--- config.mk ---
export PLATFORM = sky130hd
export DESIGN_NAME = swkt_ctrl
export DESIGN_NICKNAME = d
export VERILOG_FILES = /design/src/sv/swkt_pkg.sv /design/src/sv/swkt_ctrl.sv
export SDC_FILE = /design/constraint.sdc
export NUM_CORES = 1
export LEC_CHECK = 0
export BUFFER_PORTS_ARGS = -buffer_cell sky130_fd_sc_hd__buf_2
export CAP_MARGIN = 10
export CORE_AREA = 2 2 39 41
export CTS_CLUSTER_SIZE = 12
export DETAILED_ROUTE_END_ITERATION = 8
export DIE_AREA = 0 0 41 43
export GPL_TIMING_DRIVEN = 0
export HOLD_SLACK_MARGIN = 0.08
export MAX_ROUTING_LAYER = met4
export PLACE_DENSITY_LB_ADDON = 0.3
export SLEW_MARGIN = 20
export SYNTH_ARGS = -nofsm -noshare
export SYNTH_HDL_FRONTEND = slang
export SYNTH_SLANG_ARGS = --single-unit
--- constraint.sdc ---
create_clock -name clk -period 1.4 [get_ports clk]
set_input_delay 0.07 -clock clk [delete_from_list [all_inputs] [get_ports clk]]
set_output_delay 0.07 -clock clk [all_outputs]
set_load 0.03 [all_outputs]
--- src/sv/swkt_pkg.sv ---
// swkt_pkg: shared constants, state encoding and control structs
// for the sliding window key tally unit; no dependencies
package swkt_pkg;

    localparam int QUEUE_DEPTH_DEF = 1024;
    localparam int KEY_COUNT_DEF   = 64;
    localparam int CLIENT_IDS_DEF  = 1024;

    localparam int TIME_W    = 48;
    localparam int KEY_IN_W  = 6;
    localparam int CLI_IN_W  = 10;
    localparam int AMT_W     = 16;
    localparam int CNT_OUT_W = 11;
    localparam int SUM_OUT_W = 26;
    localparam int CFG_W     = 32;
    localparam int ADDR_W    = 3;

    localparam logic [CFG_W-1:0] WINDOW_RESET = 32'd86400;
    localparam logic             REG_WINDOW   = 1'b0;

    typedef enum logic [3:0] {
        ST_CLEAR,
        ST_IDLE,
        ST_REDUCE,
        ST_EXP_RD,
        ST_EXP_CHK,
        ST_EXP_UPD,
        ST_KEY_RD,
        ST_KEY_UPD,
        ST_RESULT
    } state_t;

    typedef struct packed {
        logic clr_step;
        logic capture;
        logic reduce;
        logic exp_rd;
        logic exp_issue;
        logic exp_upd;
        logic key_rd;
        logic key_upd;
        logic load_out;
    } cmd_t;

    typedef struct packed {
        logic clr_done;
        logic is_query;
        logic fill_zero;
        logic expired;
        logic out_free;
    } sts_t;

endpackage

--- src/sv/swkt_ctrl.sv ---
// swkt_ctrl: sequencer for clearing, expiry, insert or query, and result transfer
// depends on swkt_pkg
module swkt_ctrl (
    input  logic          clk,
    input  logic          rst_n,
    input  logic          in_valid,
    output logic          in_ready,
    input  swkt_pkg::sts_t sts,
    output swkt_pkg::cmd_t cmd
);

    swkt_pkg::state_t state_reg;
    swkt_pkg::state_t state_next;

    always_ff @(posedge clk or negedge rst_n)
    begin
        if (!rst_n)
        begin
            state_reg <= swkt_pkg::ST_CLEAR;
        end
        else
        begin
            state_reg <= state_next;
        end
    end

    always_comb
    begin
        state_next = state_reg;
        cmd        = '0;
        in_ready   = 1'b0;
        unique case (state_reg)
            swkt_pkg::ST_CLEAR:
            begin
                cmd.clr_step = 1'b1;
                if (sts.clr_done)
                begin
                    state_next = swkt_pkg::ST_IDLE;
                end
            end
            swkt_pkg::ST_IDLE:
            begin
                in_ready = 1'b1;
                if (in_valid)
                begin
                    cmd.capture = 1'b1;
                    state_next  = swkt_pkg::ST_REDUCE;
                end
            end
            swkt_pkg::ST_REDUCE:
            begin
                cmd.reduce = 1'b1;
                state_next = sts.is_query ? swkt_pkg::ST_KEY_RD : swkt_pkg::ST_EXP_RD;
            end
            swkt_pkg::ST_EXP_RD:
            begin
                if (sts.fill_zero)
                begin
                    state_next = swkt_pkg::ST_KEY_RD;
                end
                else
                begin
                    cmd.exp_rd = 1'b1;
                    state_next = swkt_pkg::ST_EXP_CHK;
                end
            end
            swkt_pkg::ST_EXP_CHK:
            begin
                if (sts.expired)
                begin
                    cmd.exp_issue = 1'b1;
                    state_next    = swkt_pkg::ST_EXP_UPD;
                end
                else
                begin
                    state_next = swkt_pkg::ST_KEY_RD;
                end
            end
            swkt_pkg::ST_EXP_UPD:
            begin
                cmd.exp_upd = 1'b1;
                state_next  = swkt_pkg::ST_EXP_RD;
            end
            swkt_pkg::ST_KEY_RD:
            begin
                cmd.key_rd = 1'b1;
                state_next = swkt_pkg::ST_KEY_UPD;
            end
            swkt_pkg::ST_KEY_UPD:
            begin
                cmd.key_upd = 1'b1;
                state_next  = swkt_pkg::ST_RESULT;
            end
            swkt_pkg::ST_RESULT:
            begin
                if (sts.out_free)
                begin
                    cmd.load_out = 1'b1;
                    state_next   = swkt_pkg::ST_IDLE;
                end
            end
            default:
            begin
                state_next = swkt_pkg::ST_CLEAR;
            end
        endcase
    end

endmodule

Yosys cells after proc, flatten, opt, wreduce, memory -nomap -nowiden
Cells that the tools add are included.
{ "totals": {"register_bits": 4, "in_bits": 8, "output_inout_bits": 10, "word_cells": 35} }
{ "classes": {"eq_ne": 11, "muxes": 21, "reduce_logical": 2} }
{ "op_table": {"columns": ["operator", "count"], "rows": [
  ["4-bit one-hot mux with 9 select lines", 1],
  ["4-bit by 3-bit equality test with 1-bit output (second input constant)", 4],
  ["1-bit two-way mux", 14],
  ["4-bit two-way mux", 3],
  ["4-bit by 2-bit equality test with 1-bit output (second input constant)", 2],
  ["2-bit != test (second input constant)", 3],
  ["4-bit by 1-bit equality test with 1-bit output (second input constant)", 1],
  ["4-bit equality test (second input constant)", 1],
  ["4-bit zero test", 1],
  ["2-bit two-way mux", 2],
  ["3-bit two-way mux", 1],
  ["3-bit AND reduction", 1]
]} }

Longest topological paths before layout
Gate-level depths: netlist (run 1).
{ "logic_depth": {"ltp_word": 3, "mapped_depth": 5, "depth_no_buf": 4} }

Worst setup path after synthesis (run 1)
No wires, ideal clock.
{ "synth_timing": {"path_type": "reg-to-output", "start": "register state_reg[3]", "end": "output port cmd[7] (netlist name)", "t_arrival_ns": 1.528, "t_required_ns": 1.330, "path_slack_ns": -0.198, "path_stages_with_launch": 4, "n_path_buf": 0, "path_cell_list": "dfrtp_1 > or2_4 > nor2_1 > and2_1"} }
{ "synth_lines": {"columns": ["element", "line_no", "source"], "rows": [
  ["start, declared", "swkt_ctrl.sv:12", "swkt_pkg::state_t state_reg;"],
  ["start signal, assigned", "swkt_ctrl.sv:19", "state_reg <= swkt_pkg::ST_CLEAR;"],
  ["start signal, assigned", "swkt_ctrl.sv:23", "state_reg <= state_next;"],
  ["end, declared", "swkt_ctrl.sv:9", "output swkt_pkg::cmd_t cmd"]
]} }

==> results.toml, run 1 <==
[clock_tree]
clock_path_buffers = 2
htree_levels = 1
cts_made_buffers = 3
clock_latency_ps = 240
cts_num_sinks = 4
cts_tree = "built"
cts-root-buf = "clkbuf_4"
clkTransAtPathRegs_ps = 40

[die]
initial_core_util = 0.2486
core_sq_mm = 0.001384
die_y_um = 43
die_w_um = 41
io_pins = 18
die-area_sq_mm = 0.001763
rows = 14

[synthesis]
synthFlopType = "dfrtp_1"
ys_seq_area_frac = 0.2909
synth_most_common_cell = "nor2_1"
syn_area_per_cell_sq_um = 8.392
yosysTopAreaCell = "dfrtp_1"
yosysWarnings = 0
syn-cell-area_sq_um = 344.1
synth_edf_count = 0
synthesis.nets = 49
synthArstFlopShare = 1.000
synth_cells = 41
yosys-top-cells-count = "nor2_1 (8), dfrtp_1 (4), nand2_1 (3), nand2b_1 (3), nor3_1 (3)"
ys_seq_elements = 4
ys_top_cells_by_area = "dfrtp_1 (29%), nor2_1 (8.7%), a2111oi_4 (8.0%)"
ys_types = 23
yosysTopAreaCellShare = 0.2909

[sta]
final-hold-violation-count = 0
timing.fmax_mhz = 709.4
finClkSkew_ps = 7.128
layout_setup_ws_ps = -9.683
worst_pin_slew_ps = 311.1
slew_violations = 0
setup_viol = 1
slew_headroom = 0.7926
tns_ps = -9.683
layout_min_cycle_time_ps = 1410
rsz0062_at_grt = "true"
fin_crit_sh = 1.007

[outcome]
status = "complete, but fails checks"
violations = "negative setup slack"

[drt]
dr.pass1.iters = 2
dr.first_iter.drc_count = 11
vias_per_cell = 5.128
routed_wl_um = 1109
final_antenna_net_count = 0
vias = 441
wl_per_cell_um = 12.90
drc_errors = 0

[final_layout]
drive_gt1_frac = 0.6143
num_antenna_cells = 0
area_growth_pct = 77.82
largest_register_ffs = 4
final_net_count = 80

[power]
p_leak_nw = 0.2823
combinationalPowerShare = 0.766
ir_drop_uv = 885.9
seqPwrFrac = 0.141
swShare = 0.4893
power_per_cell_area_mw_per_mm2 = 2531
p_int_mw = 0.7909
p_switching_mw = 0.7578
p_total_mw = 1.549
clockPowerShare = 0.093

[global_route]
grt_first_pass_wirelength_um = 1469
grt_max_degree = 11
grt_usage = 0.1300
antenna_found_initial = 0
grt_pass1_vias = 360
overflow = 0

[worst_setup_path]
worstSetupPathType = "flop to output port"
start_kind = "flop"
worst-path-buf-inv = 2
slowest_stage = "dfrtp_2"
max_stage_delay_ps = 400
end_kind = "output port"
cp.required_ps = 1330
crit_fanout = 4
reg2reg_setup_slack_ps = 40
reg2reg_from = "state_reg[3]"
crit_family = "simple AND/OR/NAND/NOR gates"
worst_ep_arrival_time_ps = 1340
cp_cell_sequence = "buf_4, nor3_4, and3_4, buf_6"
critPathLaunch = "state_reg[2]"
r2r-end = "state_reg[0]"
r2r_cells = 5

[hold_path]
hold_path.class = "input port to flop"
holdPathStages = 2
worstHoldEndpoint = "state_reg[0]"
min_from = "in_valid"

[placement]
post-dp-hpwl_um = 715.8
io_buffers = 17
routabilityCongestion = 0.7101

[job]
drv_cap = 0
-- worst max path at each step --
| stage | endpoint | slack, ps | depth (start not counted) |
|---|---|---|---|
| 6_report | cmd[0] | -10 | 4 |
| 4_1_cts | cmd[7] | -10 | 4 |
| 5_1_grt | cmd[0] | -60 | 4 |
| 3_5_place_dp | state_reg[0] | 8 | 3 |
| 2_1_floorplan | cmd[7] | -20 | 4 |
| 3_3_place_gp | state_reg[0] | 20 | 3 |
-- power groups by stage --
stage          combinational [mW]  clock (mW)  sequential [mW]
6_report                     1.19       0.144            0.219
4_1_cts                      1.03       0.149            0.228
3_3_place_gp                0.899           0            0.226
5_1_grt                      1.29       0.159            0.223
3_5_place_dp                0.917           0            0.227
2_1_floorplan               0.723           0            0.217
-- what timing repair did --
action	in CTS	in global routing
gates resized for setup	8	9
pin swaps	3	2
cloned	0	0
hold buffers	2	0
setup endpoints to repair	6	8
buffers inserted	2	5
hold endpoints to repair	5	0
-- cell type report --
cell class,count,area [sq um]
plain buffers,2,22.52
repair buffers,26,177.7
fillers,153,772.0
multi-input cells,33,259.0
flip-flops and latches,4,102.6
inverters,2,7.507
clock buffers,3,22.52
well taps,16,20.02
-- through the flow --
stage / worst slack (ps) / util / std cells / area [sq um] / hold slack [ps]
floorplan: -19.40 / - / 41 / 354.1 / -225.6
global placement: 20.40 / 0.3318 / 74 / 459.2 / -122.9
detailed placement: 7.686 / 0.3318 / 74 / 459.2 / -120.9
CTS: -12.37 / 0.3960 / 81 / 548.0 / 88.93
global route: -60.80 / 0.4421 / 86 / 611.8 / 98.98
finish: -9.683 / 0.4421 / 86 / 611.8 / 91.66
-- logic make-up (layout without fill, tap and decap cells) --
logic type | Yosys count | in the layout | synth area share
AO/OA/AOI/OAI | 9 | 9 | 0.2437
buffers and inverters | 4 | 33 | 0.08728
flip-flops | 4 | 4 | 0.2909
multiplexers | 1 | 1 | 0.03272
AND/OR/NAND/NOR | 23 | 23 | 0.3455
-- placed cells by master, fill, tap and decap left out, types with 2 or more instances in the layout --
| cell | Yosys | routed |
|---|---|---|
| nor2_2 | 0 | 2 |
| nand2b_1 | 3 | 2 |
| inv_1 | 2 | 2 |
| dfrtp_2 | 0 | 2 |
| nor2_1 | 8 | 5 |
| dlygate4sd3_1 | 0 | 2 |
| buf_2 | 0 | 12 |
| buf_4 | 0 | 9 |
| nand2_1 | 3 | 3 |
| clkbuf_4 | 0 | 4 |
| nor3_1 | 3 | 2 |
| buf_6 | 2 | 4 |
| dfrtp_1 | 4 | 2 |
-- per-layer routing --
layer / GRT usage / vias up / share of wire
li1: - / 208 / -
met1: 0.1429 / 220 / 0.37
met2: 0.2000 / 13 / 0.57
met3: 0.09424 / 0 / 0.054
met4: 0 / 0 / 0
met5: - / - / 0
Power figures use the tool's default switching activity.
==> inputs of run 2 (changes only) <==
CELL_PAD_IN_SITES_DETAIL_PLACEMENT = 1   (was default)
CELL_PAD_IN_SITES_GLOBAL_PLACEMENT = 1   (was default)
==> run 2 against run 1 <==
The flow now finishes without violations. Sequential power about the same. Sequential share of layout area increased by 1.1 points. Routed wire length decreased by 17%. Design area decreased by 7.2%. First-iteration DRC count decreased by 82%. Clock power decreased by 3%. Via count decreased by 11%. Final cell count decreased by 5.8%.
==> results.toml, run 2 (same netlist as run 1, synthesis figures left out) <==
[outcome]
status = "complete, no violations"

[worst_setup_path]
cp.depth = 4
worst-path-buf-inv = 1
crit_family = "simple AND/OR/NAND/NOR gates"
cp.required_ps = 1330
r2r-end = "state_reg[0]"
cp_cell_sequence = "or2_4, nor2_4, and2_4, buf_6"
slowest_stage = "dfrtp_2"
cp-endpoint = "cmd[7]"
worst_ep_arrival_time_ps = 1320
critPathLaunch = "state_reg[3]"
reg2reg_from = "state_reg[3]"
start_kind = "flop"
max_stage_delay_ps = 420
r2r_cells = 3
end_kind = "output port"
worstSetupPathType = "flop to output port"
reg2reg_setup_slack_ps = 20
crit_fanout = 5

[final_layout]
final_net_count = 75
num_antenna_cells = 0
largest_register_ffs = 4
area_growth_pct = 65.09
fin_util = 0.4105
drive_gt1_frac = 0.5385
final_cell_mix = "buf_2 (13), nor2_1 (6), buf_6 (5)"
design_area_sq_um = 568.0
layout_commonest_cell = "buf_2"

[drt]
drc_errors = 0
vias_per_cell = 4.840
final_antenna_net_count = 0
vias = 392
dr.first_iter.drc_count = 2
dr.pass1.iters = 2
wl_per_cell_um = 11.36
routed_wl_um = 920

[power]
ir_drop_uv = 796.8
p_total_mw = 1.449
p_int_mw = 0.7266
clockPowerShare = 0.097
seqPwrFrac = 0.151
power_per_cell_area_mw_per_mm2 = 2551
p_switching_mw = 0.7225
swShare = 0.4986
combinationalPowerShare = 0.752
p_leak_nw = 0.2635

[placement]
routabilityCongestion = 0.6443
io_buffers = 17
post-dp-hpwl_um = 709.9
place_area_sq_um = 459.2

[global_route]
overflow = 0
grt_max_degree = 11
grt_usage = 0.1222
grt_first_pass_wirelength_um = 1366
grt_pass1_vias = 334
antenna_found_initial = 0

[die]
rows = 14
io_pins = 18
initial_core_util = 0.2486
die_y_um = 43
die_w_um = 41
core_sq_mm = 0.001384
die-area_sq_mm = 0.001763

[sta]
slew_headroom = 0.7840
timing.fmax_mhz = 717.7
setup_viol = 0
fin_crit_sh = 0.9952
rsz0062_at_grt = "true"
worst_pin_slew_ps = 324.0
finClkSkew_ps = 1.062
slew_violations = 0
layout_min_cycle_time_ps = 1393
final-hold-violation-count = 0

[clock_tree]
clock_latency_ps = 230
clock_path_buffers = 2
htree_levels = 1
cts-root-buf = "clkbuf_4"
cts_num_sinks = 4
cts_made_buffers = 3
clkTransAtPathRegs_ps = 40
cts_tree = "built"

[hold_path]
hold_path.class = "input port to flop"

[job]
drv_cap = 0
==> run 2: cell count changes in the layout (fill, tap and decap cells not counted), sizes merged <==
cell | before | now
clkbuf | 4 | 3
buf | 25 | 21
==> run 2: worst min path at each step <==
stage	from	slack (ps)	end	cells after the start
after floorplan	rst_n	-230	state_reg[0]	0
after global placement	rst_n	-120	state_reg[1]	1
after detailed placement	rst_n	-120	state_reg[2]	1
after CTS	in_valid	90	state_reg[0]	2
after global routing	in_valid	100	state_reg[0]	2
final	in_valid	90	state_reg[0]	2
==> run 2: area by class of cell <==
cell class	count	area, sq um
inverter	2	7.507
fill	169	815.8
sequential	4	101.3
tap	16	20.02
buffer	2	22.52
multi-input combinational	33	252.7
timing repair buffer	21	141.4
clock buffer	3	22.52
==> run 2: power by group through the flow <==
stage	Sequential [mW]	Clock (mW)	Combinational, mW
after floorplan	0.217	0	0.723
after global placement	0.227	0	0.917
after detailed placement	0.230	0	0.928
after CTS	0.217	0.149	1.02
after global routing	0.225	0.160	1.19
final	0.219	0.140	1.09
==> run 2: what timing repair did <==
action | CTS | global route
buffers inserted | 2 | 0
hold buffers | 2 | 0
pin swaps | 1 | 6
endpoints found under the hold margin | 5 | 0
endpoints found under the setup margin | 5 | 5
resized for setup | 5 | 9
==> run 2: per-stage QoR <==
step / setup slack [ps] / setup TNS, ps / hold WS [ps] / std cells
final: 6.749 / 0 / 92.99 / 81
after global routing: -43.70 / -103.5 / 99.66 / 81
after CTS: -17.05 / -17.05 / 86.29 / 81
after detailed placement: -1.726 / -1.726 / -124.4 / 74
after global placement: 15.07 / 0 / -123.2 / 74
after floorplan: -19.40 / -34.48 / -225.6 / 41
==> run 2: metal layers <==
metal,GRT usage,wire length (um)
met5,-,0
met3,0.03141,49
met1,0.1344,425
met2,0.1844,430
met4,0.08000,14
==> inputs of run 3 (changes only) <==
CAP_MARGIN = 30   (was 10)
SETUP_SLACK_MARGIN = 0.3   (was default)
==> run 3 against run 2 <==
The flow now finishes with violations (negative setup slack). Sequential share of layout area decreased by 3.0 points. Critical path depth is the same. Largest power group unchanged. Routed wire length rose by 27%. Hold slack better by 8.1 ps. Largest cell class unchanged. Power grew 22%.
==> results.toml, run 3 (same netlist as run 1, synthesis figures left out) <==
[sta]
setup_viol = 1
final-hold-violation-count = 0
rsz0062_at_grt = "true"
layout_setup_ws_ps = -9.586
timing.fmax_mhz = 709.4
fin_crit_sh = 1.007
tns_ps = -9.586
slew_headroom = 0.7972
finClkSkew_ps = 0.9449
slew_violations = 0
worst_pin_slew_ps = 304.3
layout_min_cycle_time_ps = 1410

[die]
core_sq_mm = 0.001384
io_pins = 18
rows = 14
die_y_um = 43
die-area_sq_mm = 0.001763
die_w_um = 41
initial_core_util = 0.2486

[global_route]
antenna_found_initial = 0
busiest_layer = "met2"
grt.met2_usage = 0.2281
overflow = 0
grt_max_degree = 11
grt_pass1_vias = 408
met3_usage = 0.01571
grt_usage = 0.1418
grtUsageMet1 = 0.1607
grt_first_pass_wirelength_um = 1628

[power]
seqPwrFrac = 0.125
ir_drop_uv = 869.5
swShare = 0.4719
p_leak_nw = 0.3217
power_per_cell_area_mw_per_mm2 = 2591
clockPowerShare = 0.078
p_switching_mw = 0.8338
combinationalPowerShare = 0.797
p_int_mw = 0.9332

[drt]
dr.first_iter.drc_count = 4
vias_per_cell = 4.750
dr.pass1.iters = 2
routed_wl_um = 1167
wl_per_cell_um = 12.68
vias = 437
drc_errors = 0
final_antenna_net_count = 0

[placement]
io_buffers = 17
routabilityCongestion = 0.6221

[final_layout]
layout_commonest_cell = "buf_4"
drive_gt1_frac = 0.6711
area_growth_pct = 98.18
fin_util = 0.4928
largest_register_ffs = 4
num_antenna_cells = 0
final_cell_mix = "buf_4 (15), buf_2 (11), buf_6 (6)"
final_net_count = 86

[worst_setup_path]
end_kind = "output port"
crit_fanout = 5
worstSetupPathType = "flop to output port"
start_kind = "flop"
cp.required_ps = 1330
worst-path-buf-inv = 1
cp_cell_sequence = "or2_4, nor2_4, and2_4, buf_6"
reg2reg_setup_slack_ps = 20
worst_ep_arrival_time_ps = 1340
max_stage_delay_ps = 410
slowest_stage = "dfrtp_2"
crit_family = "simple AND/OR/NAND/NOR gates"

[clock_tree]
cts_num_sinks = 4
clkTransAtPathRegs_ps = 30
cts-root-buf = "clkbuf_4"
cts_made_buffers = 3
htree_levels = 1
clock_path_buffers = 2
clock_latency_ps = 230
cts_tree = "built"

[outcome]
violations = "negative setup slack"
status = "complete, but fails checks"

[job]
drv_cap = 0

[hold_path]
hold_path.class = "input port to flop"
-- run 3: cell count changes in the layout (fill, tap and decap cells not counted), moves of 2 or more --
cell,delta
buf_2,-2
nor2_1,-2
buf_4,+12
nor2_4,+2
-- run 3: path summary, 6_finish.rpt --
| path | start | end | depth (start not counted) |
|---|---|---|---|
| setup / recovery | state_reg[3] | cmd[7] | 4 |
| hold / removal | in_valid | state_reg[0] | 2 |
| setup reg to reg | state_reg[3] | state_reg[0] | 4 |
| hold reg to reg | state_reg[3] | state_reg[2] | 2 |
| max in group asynchronous | rst_n | state_reg[3] | 2 |
| min in group asynchronous | rst_n | state_reg[1] | 2 |
-- run 3: final cells by class --
| type | instances | area [sq um] |
|---|---|---|
| Fill cell | 161 | 701.9 |
| Multi-Input combinational cell | 33 | 275.3 |
| Timing Repair Buffer | 32 | 232.7 |
| Sequential cell | 4 | 101.3 |
| Clock buffer | 3 | 22.52 |
| Buffer | 2 | 22.52 |
| Tap cell | 16 | 20.02 |
| Inverter | 2 | 7.507 |
-- run 3: worst reg2reg max path, stage by stage (launching register included) --
cell and delay, ps:
dfrtp_2 410, or2_4 300, buf_4 150, a2111oi_4 230, o32ai_1 150
-- run 3: what timing repair did --
item,CTS,global route
setup endpoints to repair,13,14
resized for setup,12,6
endpoints found under the hold margin,5,0
hold buffers,2,0
buffers inserted,11,2
pin swaps,4,4
-- run 3: power groups by stage --
stage,Sequential [mW],Clock [mW],Combinational [mW]
2_1_floorplan,0.217,0,0.792
3_3_place_gp,0.228,0,0.985
3_5_place_dp,0.232,0,0.997
4_1_cts,0.220,0.148,1.30
5_1_grt,0.227,0.158,1.52
6_report,0.220,0.138,1.41
-- run 3: per-stage QoR --
step,instance area [sq um],std cells,worst slack [ps],hold slack [ps],power [mW]
after floorplan,379.1,41,157.8,-225.6,1.009
after global placement,484.2,74,42.89,-123.7,1.214
after detailed placement,484.2,74,35.99,-122.9,1.229
after CTS,645.6,90,5.583,93.43,1.672
after global routing,681.9,92,-55.19,107.6,1.904
final,681.9,92,-9.586,101.1,1.767
-- run 3: layer usage --
metal / wire length, um / vias to the layer above / part of all wire
met5: 0 / - / 0
met4: 0 / 0 / 0
met3: 49 / 0 / 0.042
met2: 626 / 11 / 0.54
met1: 491 / 209 / 0.42
li1: - / 217 / -
